--- src/hw/rtl/sict_pkg.sv ---
// Shared types, constants and band tables for the spray icing class table.
// No dependencies; imported by every module of the block.
package sict_pkg;

    // Field widths
    localparam int AIR_W    = 14;
    localparam int SST_W    = 13;
    localparam int WIND_W   = 15;
    localparam int SAL_W    = 13;
    localparam int ICE_W    = 10;
    localparam int CLASS_W  = 3;
    localparam int STATUS_W = 2;

    // Configuration port
    localparam int CFG_IDX_W  = 1;
    localparam int CFG_DATA_W = ICE_W;

    typedef enum logic [CFG_IDX_W-1:0] {
        REG_ASSUME_ALL_DEFINED = 1'd0,
        REG_ICE_FRACTION_LIMIT = 1'd1
    } cfg_reg_t;

    localparam logic [ICE_W-1:0] ICE_LIMIT_RESET = 10'd400;

    // Field point counters saturate here
    localparam int MAX_POINTS = 1048576;
    localparam int CNT_W      = $clog2(MAX_POINTS + 1);

    // Squared wind in (cm/s)^2; square of a WIND_W signed value
    localparam int SQ_W = 2 * WIND_W - 1;
    localparam logic [SQ_W:0] SQ_CALM   = 30'd1166400;  // 10.8 m/s
    localparam logic [SQ_W:0] SQ_BAND_1 = 30'd2958400;  // 17.2 m/s
    localparam logic [SQ_W:0] SQ_BAND_2 = 30'd4326400;  // 20.8 m/s
    localparam logic [SQ_W:0] SQ_BAND_3 = 30'd8122500;  // 28.5 m/s

    // Brine freezing point test, scaled by 1e7 in 0.01 units
    localparam int TF_W = 40;
    localparam logic signed [TF_W-1:0] TF_SST_SCALE = 40'sd10000000;
    localparam logic signed [TF_W-1:0] TF_C0        = -40'sd2000000;
    localparam logic signed [TF_W-1:0] TF_C1        = 40'sd524000;
    localparam logic signed [TF_W-1:0] TF_C2        = 40'sd6;
    localparam int SAL_SQ_W = 2 * SAL_W;

    // Air temperature lines: 1000*air > k*sst + c
    localparam int LINE_W    = 28;
    localparam int NUM_BANDS = 4;
    localparam int NUM_LINES = 3;
    localparam logic signed [LINE_W-1:0] AIR_SCALE = 28'sd1000;
    localparam logic signed [AIR_W-1:0]  AIR_WARM_LIMIT = -14'sd200;

    typedef logic signed [LINE_W-1:0] line_tab_t [NUM_BANDS][NUM_LINES];

    localparam line_tab_t LINE_K = '{
        '{-28'sd1150, -28'sd1500,  28'sd0},
        '{-28'sd600,  -28'sd1050, -28'sd1750},
        '{-28'sd300,  -28'sd660,  -28'sd1325},
        '{-28'sd140,  -28'sd300,  -28'sd1160}
    };

    localparam line_tab_t LINE_C = '{
        '{-28'sd430000, -28'sd1000000,  28'sd0},
        '{-28'sd320000, -28'sd560000,  -28'sd1250000},
        '{-28'sd260000, -28'sd332000,  -28'sd765100},
        '{-28'sd228000, -28'sd260000,  -28'sd522000}
    };

    typedef enum logic [CLASS_W-1:0] {
        CLASS_NONE     = 3'd0,
        CLASS_LIGHT    = 3'd1,
        CLASS_MODERATE = 3'd2,
        CLASS_HEAVY    = 3'd3,
        CLASS_SEVERE   = 3'd4
    } icing_class_t;

    typedef enum logic [STATUS_W-1:0] {
        STATUS_NOT_LAST     = 2'd0,
        STATUS_ALL_DEFINED  = 2'd1,
        STATUS_SOME_DEFINED = 2'd2,
        STATUS_NONE_DEFINED = 2'd3
    } field_status_t;

    typedef struct packed {
        logic signed [AIR_W-1:0]  air_temp;
        logic signed [SST_W-1:0]  sea_temp;
        logic signed [WIND_W-1:0] wind_east;
        logic signed [WIND_W-1:0] wind_north;
        logic [SAL_W-1:0]         salinity;
        logic [ICE_W-1:0]         ice_fraction;
        logic                     values_defined;
        logic                     last_point;
    } in_item_t;

    typedef struct packed {
        logic                                    usable;
        logic                                    last_point;
        logic [SQ_W-1:0]                         sq_east;
        logic [SQ_W-1:0]                         sq_north;
        logic [SAL_SQ_W-1:0]                     sal_sq;
        logic signed [TF_W-1:0]                  tf_lhs;
        logic signed [TF_W-1:0]                  tf_rhs;
        logic                                    air_warm;
        logic [NUM_BANDS-1:0][NUM_LINES-1:0]     line_above;
    } prep_t;

endpackage

--- src/hw/rtl/sict_prep.sv ---
// Feature stage: squares, freezing point terms and line compares per point.
// Depends on sict_pkg.
module sict_prep
    import sict_pkg::*;
(
    input  logic             aclk,
    input  logic             aresetn,
    input  logic             load,
    input  logic             in_valid,
    input  in_item_t         in_item,
    input  logic             assume_all_defined,
    input  logic [ICE_W-1:0] ice_fraction_limit,
    output logic             prep_valid,
    output prep_t            prep
);

    logic                        valid_reg;
    prep_t                       prep_reg;
    prep_t                       prep_next;
    logic signed [2*WIND_W-1:0]  prod_east;
    logic signed [2*WIND_W-1:0]  prod_north;
    logic signed [TF_W-1:0]      sst_tf;
    logic signed [TF_W-1:0]      sal_tf;
    logic signed [LINE_W-1:0]    air_line;
    logic signed [LINE_W-1:0]    sst_line;
    logic signed [LINE_W-1:0]    air_scaled;

    always_comb begin
        prod_east  = in_item.wind_east * in_item.wind_east;
        prod_north = in_item.wind_north * in_item.wind_north;
        sst_tf     = TF_W'(in_item.sea_temp);
        sal_tf     = signed'(TF_W'(in_item.salinity));
        air_line   = LINE_W'(in_item.air_temp);
        sst_line   = LINE_W'(in_item.sea_temp);
        air_scaled = air_line * AIR_SCALE;

        prep_next.usable     = (in_item.values_defined | assume_all_defined)
                             & (in_item.ice_fraction < ice_fraction_limit);
        prep_next.last_point = in_item.last_point;
        prep_next.sq_east    = prod_east[SQ_W-1:0];
        prep_next.sq_north   = prod_north[SQ_W-1:0];
        prep_next.sal_sq     = in_item.salinity * in_item.salinity;
        prep_next.tf_lhs     = sst_tf * TF_SST_SCALE;
        prep_next.tf_rhs     = TF_C0 - TF_C1 * sal_tf;
        prep_next.air_warm   = in_item.air_temp > AIR_WARM_LIMIT;

        // every band's lines in parallel; the band is picked downstream
        for (int b = 0; b < NUM_BANDS; b++) begin
            for (int l = 0; l < NUM_LINES; l++) begin
                prep_next.line_above[b][l] =
                    air_scaled > (sst_line * LINE_K[b][l] + LINE_C[b][l]);
            end
        end
    end

    always_ff @(posedge aclk) begin
        if (!aresetn) begin
            valid_reg <= 1'b0;
        end else if (load) begin
            valid_reg <= in_valid;
        end
    end

    always_ff @(posedge aclk) begin
        if (load) begin
            prep_reg <= prep_next;
        end
    end

    assign prep_valid = valid_reg;
    assign prep       = prep_reg;

endmodule

--- src/hw/rtl/sict_resolve.sv ---
// Result stage: freezing check, wind band, class pick and field counters.
// Depends on sict_pkg.
module sict_resolve
    import sict_pkg::*;
(
    input  logic                aclk,
    input  logic                aresetn,
    input  logic                load,
    input  logic                prep_valid,
    input  prep_t               prep,
    output logic                out_valid,
    output logic [CLASS_W-1:0]  icing_class,
    output logic                point_undefined,
    output logic [STATUS_W-1:0] field_status
);

    logic                valid_reg;
    icing_class_t        class_reg;
    icing_class_t        class_next;
    logic                undef_reg;
    logic                undef_next;
    field_status_t       status_reg;
    field_status_t       status_next;
    logic [CNT_W-1:0]    points_seen_reg;
    logic [CNT_W-1:0]    points_seen_next;
    logic [CNT_W-1:0]    undefined_points_reg;
    logic [CNT_W-1:0]    undefined_points_next;
    logic [CNT_W-1:0]    seen_count;
    logic [CNT_W-1:0]    undef_count;
    logic signed [TF_W-1:0] sal_term;
    logic                sea_frozen;
    logic [SQ_W:0]       wind_sq;
    logic [1:0]          band;
    logic [NUM_LINES-1:0] above;

    always_comb begin
        sal_term   = signed'(TF_W'(prep.sal_sq)) * TF_C2;
        sea_frozen = (prep.tf_lhs + sal_term) < prep.tf_rhs;
        undef_next = !prep.usable || sea_frozen;

        wind_sq = {1'b0, prep.sq_east} + {1'b0, prep.sq_north};
        if (wind_sq < SQ_BAND_1) begin
            band = 2'd0;
        end else if (wind_sq < SQ_BAND_2) begin
            band = 2'd1;
        end else if (wind_sq < SQ_BAND_3) begin
            band = 2'd2;
        end else begin
            band = 2'd3;
        end
        above = prep.line_above[band];

        class_next = CLASS_NONE;
        if (!undef_next && wind_sq >= SQ_CALM && !prep.air_warm) begin
            if (above[0]) begin
                class_next = CLASS_LIGHT;
            end else if (above[1]) begin
                class_next = CLASS_MODERATE;
            end else if (band == 2'd0 || !above[2]) begin
                class_next = CLASS_HEAVY;
            end else begin
                class_next = CLASS_SEVERE;
            end
        end

        // saturating counts, this point included
        seen_count = points_seen_reg;
        if (points_seen_reg < CNT_W'(MAX_POINTS)) begin
            seen_count = points_seen_reg + 1'b1;
        end
        undef_count = undefined_points_reg;
        if (undef_next && undefined_points_reg < CNT_W'(MAX_POINTS)) begin
            undef_count = undefined_points_reg + 1'b1;
        end

        status_next           = STATUS_NOT_LAST;
        points_seen_next      = seen_count;
        undefined_points_next = undef_count;
        if (prep.last_point) begin
            if (undef_count == '0) begin
                status_next = STATUS_ALL_DEFINED;
            end else if (undef_count >= seen_count) begin
                status_next = STATUS_NONE_DEFINED;
            end else begin
                status_next = STATUS_SOME_DEFINED;
            end
            points_seen_next      = '0;
            undefined_points_next = '0;
        end
    end

    always_ff @(posedge aclk) begin
        if (!aresetn) begin
            valid_reg            <= 1'b0;
            points_seen_reg      <= '0;
            undefined_points_reg <= '0;
        end else if (load) begin
            valid_reg <= prep_valid;
            if (prep_valid) begin
                points_seen_reg      <= points_seen_next;
                undefined_points_reg <= undefined_points_next;
            end
        end
    end

    always_ff @(posedge aclk) begin
        if (load && prep_valid) begin
            class_reg  <= class_next;
            undef_reg  <= undef_next;
            status_reg <= status_next;
        end
    end

    assign out_valid       = valid_reg;
    assign icing_class     = class_reg;
    assign point_undefined = undef_reg;
    assign field_status    = status_reg;

endmodule

--- src/hw/rtl/spray_icing_class_table.sv ---
// Top level of the spray icing class table: handshake, input register, config.
// Depends on sict_pkg, sict_prep and sict_resolve.
//
// Classifies one ocean grid point per transfer into a vessel spray icing class
// (none, 0.8333, 2.0833, 4.375 or 6.25 cm/h) and flags points that are missing,
// under sea ice at or above the configured limit, or colder than the brine
// freezing point. The pipeline has three register stages (input register,
// feature register, result register), and one point per cycle is
// sustained while m_ready stays high; the feature and result stages are
// each a single pass of squares, constant products and compares.
// Every stage advances whenever the stage after it is empty or moving, so
// bubbles collapse and a waiting result does not block new input while a
// stage is free. On the transfer flagged last_point, m_field_status reports
// whether all, some or none of the field's points were defined (counts include
// that point, saturating at MAX_POINTS), then the counters clear for the next
// field; on other points it is zero. Write configuration only while no
// transfer is in flight; register 0 forces every point's values to count as
// defined, register 1 holds the ice fraction limit in per mille (reset 400).
module spray_icing_class_table
    import sict_pkg::*;
(
    input  logic                     aclk,
    input  logic                     aresetn,
    // configuration write port
    input  logic                     cfg_wr_en,
    input  logic [CFG_IDX_W-1:0]     cfg_wr_index,
    input  logic [CFG_DATA_W-1:0]    cfg_wr_data,
    // grid point input
    input  logic                     s_valid,
    output logic                     s_ready,
    input  logic signed [AIR_W-1:0]  s_air_temp,
    input  logic signed [SST_W-1:0]  s_sea_temp,
    input  logic signed [WIND_W-1:0] s_wind_east,
    input  logic signed [WIND_W-1:0] s_wind_north,
    input  logic [SAL_W-1:0]         s_salinity,
    input  logic [ICE_W-1:0]         s_ice_fraction,
    input  logic                     s_values_defined,
    input  logic                     s_last_point,
    // classification result
    output logic                     m_valid,
    input  logic                     m_ready,
    output logic [CLASS_W-1:0]       m_icing_class,
    output logic                     m_point_undefined,
    output logic [STATUS_W-1:0]      m_field_status
);

    logic             assume_all_defined_reg;
    logic [ICE_W-1:0] ice_fraction_limit_reg;
    logic             in_valid_reg;
    in_item_t         in_item_reg;
    logic             prep_valid;
    prep_t            prep;
    logic             load_out;
    logic             load_prep;
    logic             load_in;

    // Stage enables: a stage may load when it is empty or its contents move on.
    assign load_out  = !m_valid || m_ready;
    assign load_prep = !prep_valid || load_out;
    assign load_in   = !in_valid_reg || load_prep;
    assign s_ready   = load_in;

    // Configuration registers; writes land immediately.
    always_ff @(posedge aclk) begin
        if (!aresetn) begin
            assume_all_defined_reg <= 1'b0;
            ice_fraction_limit_reg <= ICE_LIMIT_RESET;
        end else if (cfg_wr_en) begin
            unique case (cfg_reg_t'(cfg_wr_index))
                REG_ASSUME_ALL_DEFINED: assume_all_defined_reg <= cfg_wr_data[0];
                REG_ICE_FRACTION_LIMIT: ice_fraction_limit_reg <= cfg_wr_data[ICE_W-1:0];
                default: ;
            endcase
        end
    end

    // Input register: hold the point until the feature stage takes it.
    always_ff @(posedge aclk) begin
        if (!aresetn) begin
            in_valid_reg <= 1'b0;
        end else if (load_in) begin
            in_valid_reg <= s_valid;
        end
    end

    always_ff @(posedge aclk) begin
        if (load_in && s_valid) begin
            in_item_reg.air_temp       <= s_air_temp;
            in_item_reg.sea_temp       <= s_sea_temp;
            in_item_reg.wind_east      <= s_wind_east;
            in_item_reg.wind_north     <= s_wind_north;
            in_item_reg.salinity       <= s_salinity;
            in_item_reg.ice_fraction   <= s_ice_fraction;
            in_item_reg.values_defined <= s_values_defined;
            in_item_reg.last_point     <= s_last_point;
        end
    end

    sict_prep u_prep (
        .aclk               (aclk),
        .aresetn            (aresetn),
        .load               (load_prep),
        .in_valid           (in_valid_reg),
        .in_item            (in_item_reg),
        .assume_all_defined (assume_all_defined_reg),
        .ice_fraction_limit (ice_fraction_limit_reg),
        .prep_valid         (prep_valid),
        .prep               (prep)
    );

    sict_resolve u_resolve (
        .aclk            (aclk),
        .aresetn         (aresetn),
        .load            (load_out),
        .prep_valid      (prep_valid),
        .prep            (prep),
        .out_valid       (m_valid),
        .icing_class     (m_icing_class),
        .point_undefined (m_point_undefined),
        .field_status    (m_field_status)
    );

endmodule
--- config.mk ---
export PLATFORM = sky130hd
export DESIGN_NAME = spray_icing_class_table
export DESIGN_NICKNAME = d
export VERILOG_FILES = /design/src/hw/rtl/sict_pkg.sv /design/src/hw/rtl/sict_prep.sv /design/src/hw/rtl/sict_resolve.sv /design/src/hw/rtl/spray_icing_class_table.sv
export SDC_FILE = /design/constraint.sdc
export NUM_CORES = 2
export LEC_CHECK = 0
export ABC_AREA = 1
export BUFFER_PORTS_ARGS = -buffer_cell sky130_fd_sc_hd__buf_2
export CORE_MARGIN = 2
export CORE_UTILIZATION = 35
export CTS_BUF_LIST = sky130_fd_sc_hd__clkbuf_4
export DETAILED_ROUTE_END_ITERATION = 10
export GPL_TIMING_DRIVEN = 0
export HOLD_SLACK_MARGIN = 0.06
export PLACE_DENSITY = 0.59
export RECOVER_POWER = 50
export SYNTH_ARGS = -nofsm -noshare
export SYNTH_HDL_FRONTEND = slang
export SYNTH_SLANG_ARGS = --single-unit
--- constraint.sdc ---
create_clock -name aclk -period 8.3 [get_ports aclk]
set_input_delay 1.66 -clock aclk [delete_from_list [all_inputs] [get_ports aclk]]
set_output_delay 1.66 -clock aclk [all_outputs]
set_load 0.02 [all_outputs]
Yosys cells after proc, flatten, opt, wreduce, memory -nomap -nowiden --
Index checks and enable logic that the tools add are counted.
Storage, ports and cells: register bits after elaboration 316, bits of input ports 98, output and inout bits 8, logic and storage cells 131
Operators by class: add/sub/neg operators 15, multiply operators 17, magnitude comparators 22, mux-type cells 14, bitwise gates (word level) 5, reduce and logical (&&, ||, !) cells 25
Operators by type and width (number):
- greater-than comparator 28 bit | 10
- adder 28 x 20 -> 28 bit, second input constant | 4
- adder 28 x 21 -> 28 bit, second input constant | 3
- two-way mux 21 bit | 4
- multiplier 13 x 11 -> 24 bit, second input constant | 3
- less-than comparator 30 x 23 -> 1 bit, second input constant | 2
- multiplier 15 x 15 -> 29 bit | 2
- adder 28 x 19 -> 28 bit, second input constant | 2
- multiplier 13 x 9 -> 22 bit, second input constant | 2
- adder 21 x 1 -> 21 bit, second input constant | 2
- less-than comparator 21 bit, second input constant | 2
- multiplier 13 x 8 -> 21 bit, second input constant | 2
- adder 40 bit | 1
- less-than comparator 40 bit | 1
- subtractor 22 x 40 -> 40 bit, first input constant | 1
- multiplier 13 x 18 -> 31 bit, second input constant | 1
- adder 29 x 29 -> 30 bit | 1
- greater-or-equal comparator 30 x 21 -> 1 bit, second input constant | 1
- less-than comparator 30 x 22 -> 1 bit, second input constant | 1
- adder 28 x 22 -> 28 bit, second input constant | 1
- greater-than comparator 28 x 1 -> 1 bit, second input constant | 1
- multiplier 26 x 2 -> 28 bit, second input constant | 1
- multiplier 14 x 13 -> 27 bit, first input constant | 1
- multiplier 13 x 13 -> 26 bit | 1
- 23 further kinds | 48

Logic depth before layout (Yosys ltp) --
depth after elaboration 12, mapped depth 58, gate-level depth less buffers 57

Cells and area by module --
From an unflattened synthesis, not the netlist that was laid out.
Second synthesis, totals: cell total of the unflattened synthesis 9900, area total of the unflattened synthesis 78829.4 um2
By module, submodules not included:
- sict_prep | instances 1, cells each 8003, area each 65600.4 um2, seq. area each 4614.4 um2
- sict_resolve | instances 1, cells each 1755, area each 10288.6 um2, seq. area each 1041.0 um2
- spray_icing_class_table | instances 1, cells each 142, area each 2940.3 um2, seq. area each 2702.6 um2

Worst setup path after synthesis --
Ideal clock, no wire load.
kind register -> register, start register in_item_reg[71] (netlist bit), end register u_prep.prep_reg (netlist bit u_prep.prep[8]), data pin, library setup time 0.146 ns, arrival 8.048 ns, required time 8.154 ns, setup slack 0.106 ns, stages on the path, launching flop included 29, path buffers 0, clock period less this slack 8.194 ns, path through edfxtp_1 -> inv_1 -> fa_1 -> fa_1 -> inv_1 -> fa_1 -> fa_1 -> ha_1 -> nand2_1 -> nor2_1 -> nand2_1 -> nand2_1 -> a21oi_1 -> o21ai_0 -> a21boi_0 -> o21ai_0 -> a21oi_1 -> o21ai_0 -> nand2_1 -> a21oi_1 -> xor2_1 -> ha_1 -> nand2_1 -> or4_1 -> nor4_1 -> nor3_1 -> o221a_2 -> or2_2 -> a21oi_1
RTL lines:
- from (decl) | RTL line spray_icing_class_table.sv:50 | in_item_t in_item_reg;
- to (signal assigned) | RTL line sict_prep.sv:66 | prep_reg <= prep_next;
- to (decl) | RTL line sict_prep.sv:18 | prep_t prep_reg;

==> parameters.txt <==
Parameter                              Value

Run status
  Status ... finished with violations
  Failing checks ... capacitance limit, slew limit

GRT
  Grt ovf ... 0
  Via count of the first global-routing pass ... roughly 59000
  Antenna violations before repair ... 16
  Wire length of the first global-routing pass ... 326000 µm
  Total GRT Usage ... 0.199
  Maximum number of pins on one net before global-route repair ... 106

Worst setup path
  WS Path Type ... reg2reg
  Type of destination of the critical path ... register
  Startpoint types ... register
  Largest stage delay, worst path ... 540 ps
  Delay-heaviest family, CP ... adder cells
  Critical path data required time ... 9100 ps
  Reg2Reg Depth ... 38
  Number of logic stages on the critical path including buffering ... 38
  Crit Path Max Fanout ... 5
  Crit path buffers/inverters ... 6
  Data arrival, critical path ... 8850 ps
  Most prevalent standard cell on the critical path ... nand2_1
  Cell type of the slowest stage on the worst timing path ... fa_1

STA
  Final Skew ... 105 ps
  Final hold violations ... 0
  Achievable clock frequency ... around 120 MHz
  Post-route fraction of the period consumed by the critical path ... 0.970
  Setup slack after layout ... 252 ps
  Fin crit period ... between 8000 and 9000 ps
  Worst slew margin relative to its limit ... -0.991
  Slew Limit Fails ... about 180
  Endpoints failing setup ... 0
  Worst-margin pin slew ... 2990 ps

Clock tree
  Number of buffers on the longest clock path ... 3
  Number of H-tree levels ... 3
  # clock sinks ... 295
  Source-to-sink clock delay at the later pin of the worst-skew pair ... roughly 1100 ps
  TritonCTS clock tree ... yes
  Clock slew at the register clock pins of the worst setup and hold paths ... roughly 70 ps
  Root cell of the clock tree ... clkbuf_4
  CTS buffer count ... 93

Route
  Routed wire length per instance ... about 18 µm
  Remaining antenna violation count after routing ... 0
  Detailed-router iteration count before antenna repair ... 6
  DRT Wirelength ... 207000 µm
  Vias ... 56400
  Number of DRC markers in iteration 0 ... 3451
  Via density per instance ... between 4 and 5
  Remaining design rule violation count ... 0

Synthesis
  Compound-Gate Fraction of Synth Area ... 0.0816
  Mapped Cells ... about 8400
  Area of the mapped netlist ... slightly above 70000 µm²
  Share of the yosys chip area belonging to registers ... 0.115
  Ys async rst share ... 0
  Average size of a mapped cell ... around 8.6 µm²
  Adder-cell share of the synthesized area ... 0.504
  Largest family of logic cells by synthesized area ... adder cells
  Number of unique standard cell types used by synthesis ... 63
  Top FF cell, synth ... edfxtp_1
  Multiplexer share of the synthesized area ... 0.000276
  Yosys warns ... 0
  Post-synthesis register bit count ... approximately 300
  EDFF count, synth ... ~240
  Nets in the synthesized netlist ... 10800
  Simple-gate area share of the yosys netlist ... 0.120
  Synthesized-area fraction occupied by xor and xnor cells ... 0.0746

Cells and area
  Area of combinational cells with multiple inputs ... roughly 57000 µm²
  Area overhead of the layout relative to synthesis ... 9.90%
  Share of post-route cells with drive strength above 1 ... 0.0609
  Net count, final ... roughly 11000
  Area used by sequential logic in the layout ... between 8000 and 9000 µm²
  Flip-flop count of the largest register after layout ... 151
  Layout filler cell count ... 20800

Placement
  HPWL reported at the end of detailed placement ... 173000 µm
  Worst slack at placement ... -1920 ps
  Number of buffers inserted by port buffering ... around 110
  Routability congestion estimate from global placement ... just under 1

Floorplanning
  Starting Density ... 0.353
  Overall die area ... approximately 210000 µm²
  Floorplan die width ... about 460 µm
  Die Span Y ... 459 µm
  Placeable core region ... approximately 210000 µm²
  Ports ... between 100 and 150
  Std cell rows ... between 150 and 200

Min path
  Hold Path Cell Cnt ... 0
  HP Class ... reg2reg

Run
  Number of maximum-capacitance violations ... 4
-- cells in the mapped netlist, types with 86 or more instances --
cell type	number	area share
inv_1	1931	0.10
ha_1	1315	0.23
nand2_1	1303	0.068
fa_1	1001	0.28
a21oi_1	571	0.039
xor2_1	434	0.052
nor2_1	351	0.018
edfxtp_1	239	0.099
o21ai_0	209	0.014
nand3_1	198	0.014
xnor2_1	183	0.022
nor3_1	86	0.0059
-- cells by family (layout without fill, tap and decap cells) --
logic type / after synthesis / count (layout)
xor+xnor: 617 / 617
mux: 2 / 2
compound gates: 1044 / 1044
other cells: 0 / 11
fa+ha+maj: 2316 / 2316
buf+inv: 2012 / 2404
simple gates: 2102 / 2102
flops: 295 / 295
-- cells in the final DEF, fill, tap and decap left out, types with 12 or more instances in the layout --
master,Yosys,final
inv_1,1931,1918
nand2_1,1303,1299
ha_1,1315,1290
fa_1,1001,999
a21oi_1,571,561
xor2_1,434,420
nor2_1,351,348
edfxtp_1,239,239
o21ai_0,209,197
nand3_1,198,197
xnor2_1,183,178
clkbuf_4,0,124
buf_2,0,93
buf_4,1,90
clkbuf_1,70,81
nor3_1,86,80
nand4_1,66,66
dfxtp_1,56,56
o21bai_1,36,36
or2_2,33,33
a21o_1,33,33
o21ai_1,24,32
clkinv_1,2,25
a31oi_1,25,23
a211oi_1,21,20
buf_16,0,20
o21a_1,17,17
nor4_1,18,15
clkinvlp_4,0,15
a21oi_2,5,14
nand3b_1,14,14
o2111ai_1,14,14
nand2_2,10,13
a221oi_1,13,13
ha_2,0,13
o211ai_1,12,12
ha_4,0,12
-- metal layers --
metal / up-vias / share of wire / GRT usage
met5: - / 0.00028 / 0
met4: 10 / 0.040 / 0.0646
met3: 337 / 0.066 / 0.0320
met2: 1439 / 0.46 / 0.329
met1: 27300 / 0.44 / 0.265
li1: 27300 / - / -
-- repair_timing --
| item | CTS | global route |
|---|---|---|
| buffers inserted | 27 | 69 |
| pin swaps | 0 | 17 |
| cloned | 0 | 1 |
| resized for setup | 20 | 103 |
| setup endpoints to repair | 12 | 9 |
| hold buffers | 0 | 0 |
-- per-stage QoR --
| step | std cells | TNS, ps | hold WS (ps) | area [µm²] | utilization |
|---|---|---|---|---|---|
| CTS | 11400 | -201 | 464 | 78600 | 0.383 |
| global route | 11500 | -160 | 482 | 79600 | 0.388 |
| finish | 11500 | 0 | 454 | 79600 | 0.388 |
| detailed placement | 11200 | -10570 | 432 | 77100 | 0.376 |
| global placement | 11200 | -30090 | 430 | 76300 | 0.372 |
| floorplan | 8388 | 0 | 400 | 72400 | - |
-- final cells by class --
cell class	count	area share
multi-input combinational	6081	0.718
inverter	1938	0.0921
buffer	74	0.00376
timing repair buffer	227	0.0245
antenna	11	0.000346
sequential	295	0.104
clock inverter	41	0.00264
clock buffer	124	0.0117
tap	2688	0.0423
-- worst reg2reg max path, delay by kind of cell, from the launching register on --
kind	cells	cell delay (ps)
flip-flops	1	460
AO/OA/AOI/OAI	5	880
XOR/XNOR	2	430
AND/OR/NAND/NOR	18	2580
adder cells (fa/ha/maj)	7	2620
buffers and inverters	6	840
-- final timing paths --
kind	to	slack, ps	startpoint
hold reg to reg	u_prep.prep[177]	450	in_item_reg[0]
setup / recovery	u_prep.prep[8]	250	in_item_reg[60]
hold / removal	u_prep.prep[177]	450	in_item_reg[0]
setup reg to reg	u_prep.prep[8]	250	in_item_reg[60]
Power is left out: the tool's default activity adds up to more than one toggle a clock period on the data nets, which glitch-free logic cannot reach.
